**config.mk**
```make
export PLATFORM = sky130hd
export DESIGN_NAME = matrix_multiply_4x4_unit
export DESIGN_NICKNAME = d
export VERILOG_FILES = /design/src/mmu_pkg.sv /design/src/mmu_store.sv /design/src/mmu_mac.sv /design/src/mmu_ctrl.sv /design/src/matrix_multiply_4x4_unit.sv
export SDC_FILE = /design/constraint.sdc
export NUM_CORES = 2
export LEC_CHECK = 0
export ABC_CLOCK_PERIOD_IN_PS = 12600
export BUFFER_PORTS_ARGS = -buffer_cell sky130_fd_sc_hd__clkbuf_2
export CORE_MARGIN = 2
export CORE_UTILIZATION = 53
export CTS_CLUSTER_SIZE = 12
export DETAILED_ROUTE_END_ITERATION = 6
export PLACE_DENSITY = 0.67
export SKIP_LAST_GASP = 1
export SLEW_MARGIN = 20
export SYNTH_ARGS = -nofsm -noshare
export SYNTH_HDL_FRONTEND = slang
export SYNTH_HIERARCHICAL = 1
export SYNTH_SLANG_ARGS = --single-unit
```
**constraint.sdc**
```tcl
create_clock -name clk -period 12.6 [get_ports clk]
set_input_delay 0.63 -clock clk [delete_from_list [all_inputs] [get_ports clk]]
set_output_delay 0.63 -clock clk [all_outputs]
set_load 0.03 [all_outputs]
```
**src/mmu_pkg.sv**
```systemverilog
package mmu_pkg;

  localparam int DIM_DEF  = 4;
  localparam int FRAC_DEF = 16;
  localparam int DATA_W   = 32;
  localparam int IDX_W    = 4;
  localparam int FUNC_W   = 2;
  localparam int PROD_W   = 2 * DATA_W;

  typedef enum logic [FUNC_W-1:0] {
    FN_LOAD_L    = 2'd0,
    FN_LOAD_R    = 2'd1,
    FN_MUL       = 2'd2,
    FN_MUL_STORE = 2'd3
  } func_t;

  typedef enum logic [1:0] {
    ST_IDLE,
    ST_ISSUE,
    ST_WAIT,
    ST_WB
  } state_t;

  // sequencer to datapath
  typedef struct packed {
    logic rd;
    logic first;
    logic last;
    logic post;
  } mac_ctl_t;

  // datapath to sequencer
  typedef struct packed {
    logic              vld;
    logic [DATA_W-1:0] value;
    logic              sat;
  } mac_res_t;

endpackage

```
**src/mmu_store.sv**
```systemverilog
module mmu_store
  import mmu_pkg::*;
#(
  parameter int DEPTH  = DIM_DEF * DIM_DEF,
  parameter int ADDR_W = $clog2(DEPTH)
) (
  input  logic              clk,
  input  logic              we,
  input  logic [ADDR_W-1:0] waddr,
  input  logic [DATA_W-1:0] wdata,
  input  logic              re,
  input  logic [ADDR_W-1:0] raddr,
  output logic [DATA_W-1:0] rdata
);

  logic [DATA_W-1:0] mem [DEPTH];
  logic [DATA_W-1:0] rdata_r;

  always_ff @(posedge clk) begin
    if (we) begin
      mem[waddr] <= wdata;
    end
  end

  always_ff @(posedge clk) begin
    if (re) begin
      rdata_r <= mem[raddr];
    end
  end

  assign rdata = rdata_r;

endmodule

```
**src/mmu_mac.sv**
```systemverilog
module mmu_mac
  import mmu_pkg::*;
#(
  parameter int DIM       = DIM_DEF,
  parameter int FRAC_BITS = FRAC_DEF
) (
  input  logic                     clk,
  input  logic                     rst_n,
  input  mac_ctl_t                 ctl,
  input  logic signed [DATA_W-1:0] ldata,
  input  logic signed [DATA_W-1:0] rdata,
  output mac_res_t                 res
);

  localparam int ACC_W = PROD_W + $clog2(DIM);

  logic                    rd_d_r, first_d_r, last_d_r;
  logic                    pv_r, pfirst_r, plast_r;
  logic signed [PROD_W-1:0] prod_r;
  logic signed [ACC_W-1:0]  acc_r;
  logic signed [ACC_W-1:0]  acc_nxt;
  logic                    sum_vld_r;
  logic signed [ACC_W-1:0]  shifted;
  logic [ACC_W-DATA_W:0]    hi_bits;
  logic                    ovf;

  always_ff @(posedge clk) begin
    if (!rst_n) begin
      rd_d_r    <= 1'b0;
      pv_r      <= 1'b0;
      sum_vld_r <= 1'b0;
    end else begin
      rd_d_r <= ctl.rd;
      pv_r   <= rd_d_r;
      if (pv_r && plast_r) begin
        sum_vld_r <= 1'b1;
      end else if (ctl.post) begin
        sum_vld_r <= 1'b0;
      end
    end
  end

  always_ff @(posedge clk) begin
    first_d_r <= ctl.first;
    last_d_r  <= ctl.last;
    pfirst_r  <= first_d_r;
    plast_r   <= last_d_r;
    prod_r    <= PROD_W'(ldata) * PROD_W'(rdata);
    if (pv_r) begin
      acc_r <= acc_nxt;
    end
  end

  always_comb begin
    acc_nxt = (pfirst_r ? ACC_W'(0) : acc_r) + ACC_W'(prod_r);
  end

  // floor shift, then clip to 32 bits
  always_comb begin
    shifted   = acc_r >>> FRAC_BITS;
    hi_bits   = shifted[ACC_W-1:DATA_W-1];
    ovf       = !((&hi_bits) || !(|hi_bits));
    res.vld   = sum_vld_r;
    res.sat   = ovf;
    if (!ovf) begin
      res.value = shifted[DATA_W-1:0];
    end else if (shifted[ACC_W-1]) begin
      res.value = {1'b1, {(DATA_W-1){1'b0}}};
    end else begin
      res.value = {1'b0, {(DATA_W-1){1'b1}}};
    end
  end

endmodule

```
**src/mmu_ctrl.sv**
```systemverilog
module mmu_ctrl
  import mmu_pkg::*;
#(
  parameter int DIM    = DIM_DEF,
  parameter int CELLS  = DIM * DIM,
  parameter int ADDR_W = $clog2(CELLS)
) (
  input  logic                     clk,
  input  logic                     rst_n,
  input  logic                     in_valid,
  output logic                     in_stall,
  input  logic [FUNC_W-1:0]        in_func,
  input  logic [IDX_W-1:0]         in_element_index,
  input  logic signed [DATA_W-1:0] in_element_value,
  output logic                     out_valid,
  input  logic                     out_stall,
  output logic [IDX_W-1:0]         out_index,
  output logic signed [DATA_W-1:0] out_value,
  output logic                     out_saturated,
  output logic                     out_last,
  input  mac_res_t                 res,
  output mac_ctl_t                 ctl,
  output logic                     l_we,
  output logic [ADDR_W-1:0]        l_waddr,
  output logic [DATA_W-1:0]        l_wdata,
  output logic [ADDR_W-1:0]        l_raddr,
  output logic                     r_we,
  output logic [ADDR_W-1:0]        r_waddr,
  output logic [DATA_W-1:0]        r_wdata,
  output logic [ADDR_W-1:0]        r_raddr
);

  localparam int DIM_W = $clog2(DIM);

  state_t              state_r, state_nxt;
  logic [DIM_W-1:0]    i_r, j_r, k_r;
  logic [ADDR_W-1:0]   pos_r;
  logic                store_r;
  logic [DATA_W-1:0]   rowbuf [DIM];
  logic                out_valid_r;
  logic [IDX_W-1:0]    out_index_r;
  logic [DATA_W-1:0]   out_value_r;
  logic                out_sat_r, out_last_r;

  func_t               func;
  logic                accept, is_mul, load_ok;
  logic                i_last, j_last, k_last, post;
  logic [ADDR_W-1:0]   row_base;

  always_comb begin
    func     = func_t'(in_func);
    accept   = in_valid && (state_r == ST_IDLE);
    is_mul   = (func == FN_MUL) || (func == FN_MUL_STORE);
    load_ok  = accept && !is_mul && (32'(in_element_index) < CELLS);
    i_last   = (i_r == DIM_W'(DIM - 1));
    j_last   = (j_r == DIM_W'(DIM - 1));
    k_last   = (k_r == DIM_W'(DIM - 1));
    row_base = ADDR_W'(i_r) * ADDR_W'(DIM);
    post     = (state_r == ST_WAIT) && res.vld && (!out_valid_r || !out_stall);
  end

  always_comb begin
    state_nxt = state_r;
    unique case (state_r)
      ST_IDLE: begin
        if (accept && is_mul) state_nxt = ST_ISSUE;
      end
      ST_ISSUE: begin
        if (k_last) state_nxt = ST_WAIT;
      end
      ST_WAIT: begin
        if (post) begin
          if (!j_last)      state_nxt = ST_ISSUE;
          else if (store_r) state_nxt = ST_WB;
          else if (i_last)  state_nxt = ST_IDLE;
          else              state_nxt = ST_ISSUE;
        end
      end
      ST_WB: begin
        if (k_last) state_nxt = i_last ? ST_IDLE : ST_ISSUE;
      end
      default: state_nxt = ST_IDLE;
    endcase
  end

  always_comb begin
    in_stall  = (state_r != ST_IDLE);
    ctl.rd    = (state_r == ST_ISSUE);
    ctl.first = (k_r == '0);
    ctl.last  = k_last;
    ctl.post  = post;
    l_raddr   = row_base + ADDR_W'(k_r);
    r_raddr   = ADDR_W'(k_r) * ADDR_W'(DIM) + ADDR_W'(j_r);
    if (state_r == ST_WB) begin
      l_we    = 1'b1;
      l_waddr = row_base + ADDR_W'(k_r);
      l_wdata = rowbuf[k_r];
    end else begin
      l_we    = load_ok && (func == FN_LOAD_L);
      l_waddr = ADDR_W'(in_element_index);
      l_wdata = in_element_value;
    end
    r_we    = load_ok && (func == FN_LOAD_R);
    r_waddr = ADDR_W'(in_element_index);
    r_wdata = in_element_value;
  end

  always_ff @(posedge clk) begin
    if (!rst_n) begin
      state_r     <= ST_IDLE;
      i_r         <= '0;
      j_r         <= '0;
      k_r         <= '0;
      pos_r       <= '0;
      store_r     <= 1'b0;
      out_valid_r <= 1'b0;
    end else begin
      state_r <= state_nxt;
      if (accept && is_mul) begin
        i_r     <= '0;
        j_r     <= '0;
        k_r     <= '0;
        pos_r   <= '0;
        store_r <= (func == FN_MUL_STORE);
      end
      if (state_r == ST_ISSUE || state_r == ST_WB) begin
        k_r <= k_last ? '0 : k_r + 1'b1;
      end
      if (state_r == ST_WB && k_last) begin
        i_r <= i_r + 1'b1;
      end
      if (post) begin
        pos_r <= pos_r + 1'b1;
        if (j_last) begin
          j_r <= '0;
          if (!store_r) i_r <= i_r + 1'b1;
        end else begin
          j_r <= j_r + 1'b1;
        end
      end
      if (post) begin
        out_valid_r <= 1'b1;
      end else if (!out_stall) begin
        out_valid_r <= 1'b0;
      end
    end
  end

  always_ff @(posedge clk) begin
    if (post) begin
      rowbuf[j_r] <= res.value;
      out_index_r <= IDX_W'(pos_r);
      out_value_r <= res.value;
      out_sat_r   <= res.sat;
      out_last_r  <= (pos_r == ADDR_W'(CELLS - 1));
    end
  end

  assign out_valid     = out_valid_r;
  assign out_index     = out_index_r;
  assign out_value     = out_value_r;
  assign out_saturated = out_sat_r;
  assign out_last      = out_last_r;

endmodule

```
**src/matrix_multiply_4x4_unit.sv**
```systemverilog
// DIM x DIM fixed-point (signed Q16.16) matrix multiplier.
// Input channel (in_valid / in_stall): each word carries in_func,
// in_element_index and in_element_value. Load-left and load-right words
// write one element of the left or right store and are taken one per cycle;
// an index beyond the matrix is dropped. A multiply word (with or without
// write-back into the left store) streams DIM*DIM product elements in
// row-major order on the result channel (out_valid / out_stall), each with
// its index, a saturation flag and a last flag on the final element.
// For each product element, DIM reads of both stores feed one 32x32
// multiplier and an accumulator through the read, multiply and accumulate
// registers. After each row, the write-back variant copies the buffered
// row into the left store. in_stall stays high until the whole product
// is out of the sequencer.
// A stalled receiver holds the result register; the sequencer waits and
// the accumulator keeps its sum until the register frees up.
// Reset clears the sequencer and the result valid; store contents are
// undefined until loaded.
module matrix_multiply_4x4_unit
  import mmu_pkg::*;
#(
  parameter int DIM       = DIM_DEF,
  parameter int FRAC_BITS = FRAC_DEF
) (
  input  logic                     clk,
  input  logic                     rst_n,
  input  logic                     in_valid,
  output logic                     in_stall,
  input  logic [FUNC_W-1:0]        in_func,
  input  logic [IDX_W-1:0]         in_element_index,
  input  logic signed [DATA_W-1:0] in_element_value,
  output logic                     out_valid,
  input  logic                     out_stall,
  output logic [IDX_W-1:0]         out_index,
  output logic signed [DATA_W-1:0] out_value,
  output logic                     out_saturated,
  output logic                     out_last
);

  localparam int CELLS  = DIM * DIM;
  localparam int ADDR_W = $clog2(CELLS);

  mac_ctl_t          ctl;
  mac_res_t          res;
  logic              l_we, r_we;
  logic [ADDR_W-1:0] l_waddr, l_raddr, r_waddr, r_raddr;
  logic [DATA_W-1:0] l_wdata, r_wdata, l_rdata, r_rdata;

  mmu_ctrl #(
    .DIM    (DIM),
    .CELLS  (CELLS),
    .ADDR_W (ADDR_W)
  ) u_ctrl (
    .clk              (clk),
    .rst_n            (rst_n),
    .in_valid         (in_valid),
    .in_stall         (in_stall),
    .in_func          (in_func),
    .in_element_index (in_element_index),
    .in_element_value (in_element_value),
    .out_valid        (out_valid),
    .out_stall        (out_stall),
    .out_index        (out_index),
    .out_value        (out_value),
    .out_saturated    (out_saturated),
    .out_last         (out_last),
    .res              (res),
    .ctl              (ctl),
    .l_we             (l_we),
    .l_waddr          (l_waddr),
    .l_wdata          (l_wdata),
    .l_raddr          (l_raddr),
    .r_we             (r_we),
    .r_waddr          (r_waddr),
    .r_wdata          (r_wdata),
    .r_raddr          (r_raddr)
  );

  mmu_store #(
    .DEPTH  (CELLS),
    .ADDR_W (ADDR_W)
  ) u_left (
    .clk   (clk),
    .we    (l_we),
    .waddr (l_waddr),
    .wdata (l_wdata),
    .re    (ctl.rd),
    .raddr (l_raddr),
    .rdata (l_rdata)
  );

  mmu_store #(
    .DEPTH  (CELLS),
    .ADDR_W (ADDR_W)
  ) u_right (
    .clk   (clk),
    .we    (r_we),
    .waddr (r_waddr),
    .wdata (r_wdata),
    .re    (ctl.rd),
    .raddr (r_raddr),
    .rdata (r_rdata)
  );

  mmu_mac #(
    .DIM       (DIM),
    .FRAC_BITS (FRAC_BITS)
  ) u_mac (
    .clk   (clk),
    .rst_n (rst_n),
    .ctl   (ctl),
    .ldata (l_rdata),
    .rdata (r_rdata),
    .res   (res)
  );

endmodule

```
* Word level (Yosys, flattened, before mapping)
Memories as Yosys holds them, arrays and structs flattened. A register that Yosys moved wholly into a read port is not among the register bits.
Cells that the tools add are included.
** Cells by class
- $add $sub $neg :: 7
- Eq/ne operators :: 15
- Mux-type cells :: 38
- Multiply operators :: 1
- Reductions and logical operators :: 28
** Operator list (count)
- 2-to-1 mux 32 bit :: 3
- adder 66 x 64 -> 66 bit :: 1
- 2-to-1 mux 66 bit :: 1
- multiplier 32 x 32 -> 64 bit :: 1
- 2-to-1 mux 2 bit :: 18
- AND reduction 19 bit :: 1
- OR reduction 19 bit :: 1
- equality test 2 bit, second input constant :: 7
- 2-to-1 mux 1 bit :: 12
- 2-to-1 mux 4 bit :: 3
- logical AND 1 bit :: 9
- adder 4 x 2 -> 4 bit :: 2
- case mux 2 bit (4 select lines) :: 1
- nonzero test 2 bit :: 4
- adder 2 x 1 -> 2 bit, second input constant :: 3
- logical NOT 2 bit :: 3
- != test 2 x 1 -> 1 bit, second input constant :: 3
- logical NOT 1 bit :: 5
- adder 4 x 1 -> 4 bit, second input constant :: 1
- equality test 2 x 1 -> 1 bit, second input constant :: 2
- equality test 4 bit, second input constant :: 1
- logical OR 1 bit :: 4
- != test 2 bit, second input constant :: 2
- AND reduction 4 bit :: 1
** Storage, ports and cells
- Output and inout bits :: 40
- Register bits :: 189
- Memory bits (writable) :: 1152
- Memories kept :: 3
- Word-level logic and storage cells :: 112
- Input port bits :: 42
** Memories
- u_left.mem :: depth 16, width 32, read ports 1, clocked after memory_dff 1, wr ports 1, RTL line mmu_store.sv:16 : logic [DATA_W-1:0] mem [DEPTH];
- u_right.mem :: depth 16, width 32, read ports 1, clocked after memory_dff 1, wr ports 1, RTL line mmu_store.sv:16
- u_ctrl.rowbuf :: depth 4, width 32, read ports 1, clocked after memory_dff 1, wr ports 1, RTL line mmu_ctrl.sv:39 : logic [DATA_W-1:0] rowbuf [DIM];

* Depth between registers and ports, before layout
- Word-level depth :: 8
- Depth in mapped cells :: 29
- Depth with buffers taken out :: 27

* By module
Netlist, hierarchy kept.
** Modules (own cells, without submodules)
- mmu_mac :: instances 1, cells an instance 4850, area an instance 44910.6 um^2, sequential area each 3403.3 um^2
- mmu_store (u_right) :: instances 1, cells an instance 838, area an instance 20174.3 um^2, sequential area each 16335.7 um^2
- mmu_store (u_left) :: instances 1, cells an instance 838, area an instance 20155.6 um^2, sequential area each 16335.7 um^2
- mmu_ctrl :: instances 1, cells an instance 399, area an instance 7443.4 um^2, sequential area each 5305.1 um^2

* Worst setup path after synthesis
OpenSTA, ideal clock, no wires.
- Path kind :: reg2reg
- Start point :: register u_left.rdata_r[31] (netlist: u_left/rdata[31]) (read register of u_left.mem)
- End point :: register u_mac.prod_r[60]
- Required time :: 12477 ps
- Buffers on the path :: 2
- Setup slack :: 4611 ps
- Clock period less this slack :: 7989 ps
- Data arrival time :: 7866 ps
- Cell stages (with the launch flop) :: 29
- Setup time :: 123 ps
- Cell sequence :: edfxtp_1 -> clkbuf_1 -> nand2_1 -> inv_1 -> fa_1 -> fa_1 -> inv_1 -> fa_1 -> inv_1 -> fa_1 -> inv_1 -> fa_1 -> inv_1 -> fa_1 -> inv_1 -> fa_1 -> inv_1 -> fa_1 -> ha_1 -> clkbuf_1 -> a21o_1 -> a21o_1 -> a21o_1 -> a21o_1 -> a21o_1 -> a21o_1 -> a221oi_1 -> o31ai_1 -> xnor2_1
** On the way
- Longest elaborated chain between the ends :: 1
** Ends and longest elaborated chain
- from (decl) :: RTL line mmu_store.sv:17 : logic [DATA_W-1:0] rdata_r;
- multiplier 32 x 32 -> 64 bit :: RTL line mmu_mac.sv:48 : prod_r <= PROD_W'(ldata) * PROD_W'(rdata);
- to (signal assigned) :: RTL line mmu_mac.sv:48
- to (decl) :: RTL line mmu_mac.sv:19 : logic signed [PROD_W-1:0] prod_r;
No other way between the ends.
A chain may end at the register's enable or synchronous reset.

* Worst setup path in the final report
- Start point :: register u_right.rdata_r[5] (netlist: u_right/rdata[5]) (read register of u_right.mem)
- End point :: register u_mac.prod_r[60]
** On the way
- Longest elaborated chain between the ends :: 1
** Ends and longest elaborated chain (RTL line)
- from (decl) :: mmu_store.sv:17
- multiplier 32 x 32 -> 64 bit :: mmu_mac.sv:48
No other way between the ends.

==> results.cfg <==
[global_route]
grt_max_degree = 67
antenna_found_initial = 13
grt_overflow = 0
grt_pass1_vias = 58700
grt_util_all_layers = 0.273
grt_pass1_wl_um = 362000

[worst_hold_path]
min_path_cells = 3
min-delay-start = in_valid
hold-path-endpoint = u_ctrl/state_r[0]
hp-class = input pin to flop

[clocking]
clock-root-buffer = clkbuf_16
numCtsBuffers = 147
cts_hold_buf = 0
cts_resized = 0
clkSinkCount = 1407
cts_max_level = 4
post-cts-setup-buffer-count = 0
cts_tree = yes
clock_path_buffers = 3
path_clk_slew_ns = 0.06
clk_latency_ns = 0.80

[cells_and_area]
areaGrowthSynthToFinish_pct = 7.75
finish.instance_area_um2 = 99900
fillCellCount = 13800
multiInputGateArea_um2 = 45800
seqCellArea_um2 = 41400
layout-drive-gt1-share = 0.113
final_cells = 9295
layout.nets = 8259
post-route-util = 0.575

[critical_path]
slowest_delay_ns = 1.03
crit-reg2reg-capture = u_mac/prod_r[60]
crit_slowest_cell = edfxtp_1
cp_common_cell = fa_1
worstReg2RegStart = u_right/rdata[5]
path_class = flop to flop
critPathLaunchType = flop
r2r_cells = 26
critPathMaxFanout = 32
r2r_slack_ns = 3.38
worstPathArrival_ns = 9.89
cp_data_required_time_ns = 13.26
end_kind = flop

[drt]
route.detailed.drc = 0
drt-pass1-iter-count = 6
first_iter_violations = 4602
wire_per_inst_um = 25.5
vias = 54700
viasPerCell = 5.88
detail-route-antenna-nets = 0
wirelength_um = 237000

[die]
fp.dieW_um = 422
die-area_um2 = 178000
die_height_um = 422
rows = 153
io_pins = 82
coreArea_um2 = 174000
start_util = 0.533

[timing]
rsz0062_at_grt = false
period_needed_ns = 9.22
final_hold_viol_count = 0
timing.fmax_mhz = 108
tightest_slew_ns = 1.14
relSlewSlack = 0.241
setup_viol = 0
period_share = 0.732
finalClockSkew_ns = 0.0309
fin_tns_setup_ns = 0
slew_violations = 0

[synthesis]
synth.most_common_cell = edfxtp_1
synth_area_leaders = edfxtp_1, fa_1, mux4_2
netlist.top_cell.by_area = edfxtp_1
synth_top_area_frac = 0.428
synth.ff_latch_count = 1407
yosys_warnings = 6
ys_seq_area_frac = 0.446
netlist_area_um2 = 92700
synth_flop_cell = edfxtp_1
synth_enable_flop_cells = 1320
syn_avg_cell_area_um2 = 13.4
synth_common_cells = edfxtp_1, fa_1, inv_1
synth_fp_nets = 8307
async_flop_share = 0
syn_inst = 6925
synth_cell_type_count = 84

[placed_design]
gp_congestion = 0.926
portBuffers = 81
dpl_cell_area_um2 = 95300
hpwl_um = 166000
numPlacedInstances = 9050

[status]
status = completed

[job]
cap_violations = 0
-- cells by family (layout without fill, tap and decap cells) --
logic type	after synthesis	after routing	share of synthesized area
XOR/XNOR	122	122	0.0115
AND/OR/NAND/NOR	1608	1608	0.0873
AO/OA/AOI/OAI	656	656	0.0482
buffers and inverters	1464	1502	0.0631
multiplexers	328	328	0.0748
other	0	7	0
adder cells (fa/ha/maj)	1340	1340	0.269
flip-flops	1407	1407	0.446
-- cell type report --
class                      count  share of cell area
multi-input combinational   4054               0.458
sequential                  1407               0.415
clock buffer                 203              0.0407
inverter                    1065              0.0400
tap                         2325              0.0291
timing repair buffer         202              0.0136
clock inverter                32             0.00375
antenna                        7            0.000175
-- per-stage QoR --
step,hold slack (ns),worst slack (ns)
after floorplan,0.310,4.61
after global placement,0.312,3.64
after detailed placement,0.317,3.51
after CTS,0.131,3.45
after global routing,0.182,2.89
final,0.180,3.38
-- flip-flops by register name, summed over array words and instances (netlist names), 2 cells and up, named ones only --
signal / count
u_ctrl/rowbuf: 128
u_mac/acc_r: 66
u_ctrl/pos_r: 4
u_ctrl/out_value: 32
u_left/mem: 512
u_ctrl/k_r: 2
u_right/mem: 512
u_ctrl/i_r: 2
u_ctrl/out_index: 4
u_mac/prod_r: 64
u_left/rdata: 32
u_ctrl/j_r: 2
u_right/rdata: 32
u_ctrl/state_r: 2
-- cells in the final DEF (no fill, tap or decap), drive strengths merged, types with 100 or more instances in the layout --
cell    synthesis  routed
fa           1083    1083
nand2         660     660
a22oi         129     129
a21o          100     100
mux4          288     288
ha            257     257
inv          1065    1074
edfxtp       1320    1320
clkbuf        279     284
buf           120     121
and2          531     531
nor2          117     117
a21oi         165     165
-- worst max-delay path: cells and delay by family (launching register included) --
kind,cells,cell delay (ns)
adder cells (fa/ha/maj),9,5.13
AO/OA/AOI/OAI,8,1.53
flip-flops,1,1.03
buffers and inverters,7,0.92
AND/OR/NAND/NOR,1,0.29
XOR/XNOR,1,0.13
-- worst max-delay path by stage --
| stage | start | to | slack [ns] | cells after the start |
|---|---|---|---|---|
| 6_report | u_right/rdata[5] | u_mac/prod_r[60] | 3.38 | 26 |
| 5_1_grt | u_right/rdata[5] | u_mac/prod_r[60] | 2.89 | 26 |
| 4_1_cts | u_right/rdata[5] | u_mac/prod_r[61] | 3.45 | 25 |
| 2_1_floorplan | u_left/rdata[31] | u_mac/prod_r[60] | 4.61 | 28 |
| 3_5_place_dp | u_right/rdata[5] | u_mac/prod_r[60] | 3.51 | 26 |
| 3_3_place_gp | u_right/rdata[5] | u_mac/prod_r[60] | 3.64 | 26 |
-- per-layer routing --
layer | track usage | up-vias | wire [um]
met1 | 0.344 | 28900 | 89100
met5 | 0 | - | 68
met3 | 0.0414 | 542 | 15800
met4 | 0.140 | 10 | 14100
met2 | 0.461 | 2067 | 118000
li1 | - | 23100 | -
Power is left out: the tool's default activity adds up to more than one toggle a clock period on the data nets, which glitch-free logic cannot reach.
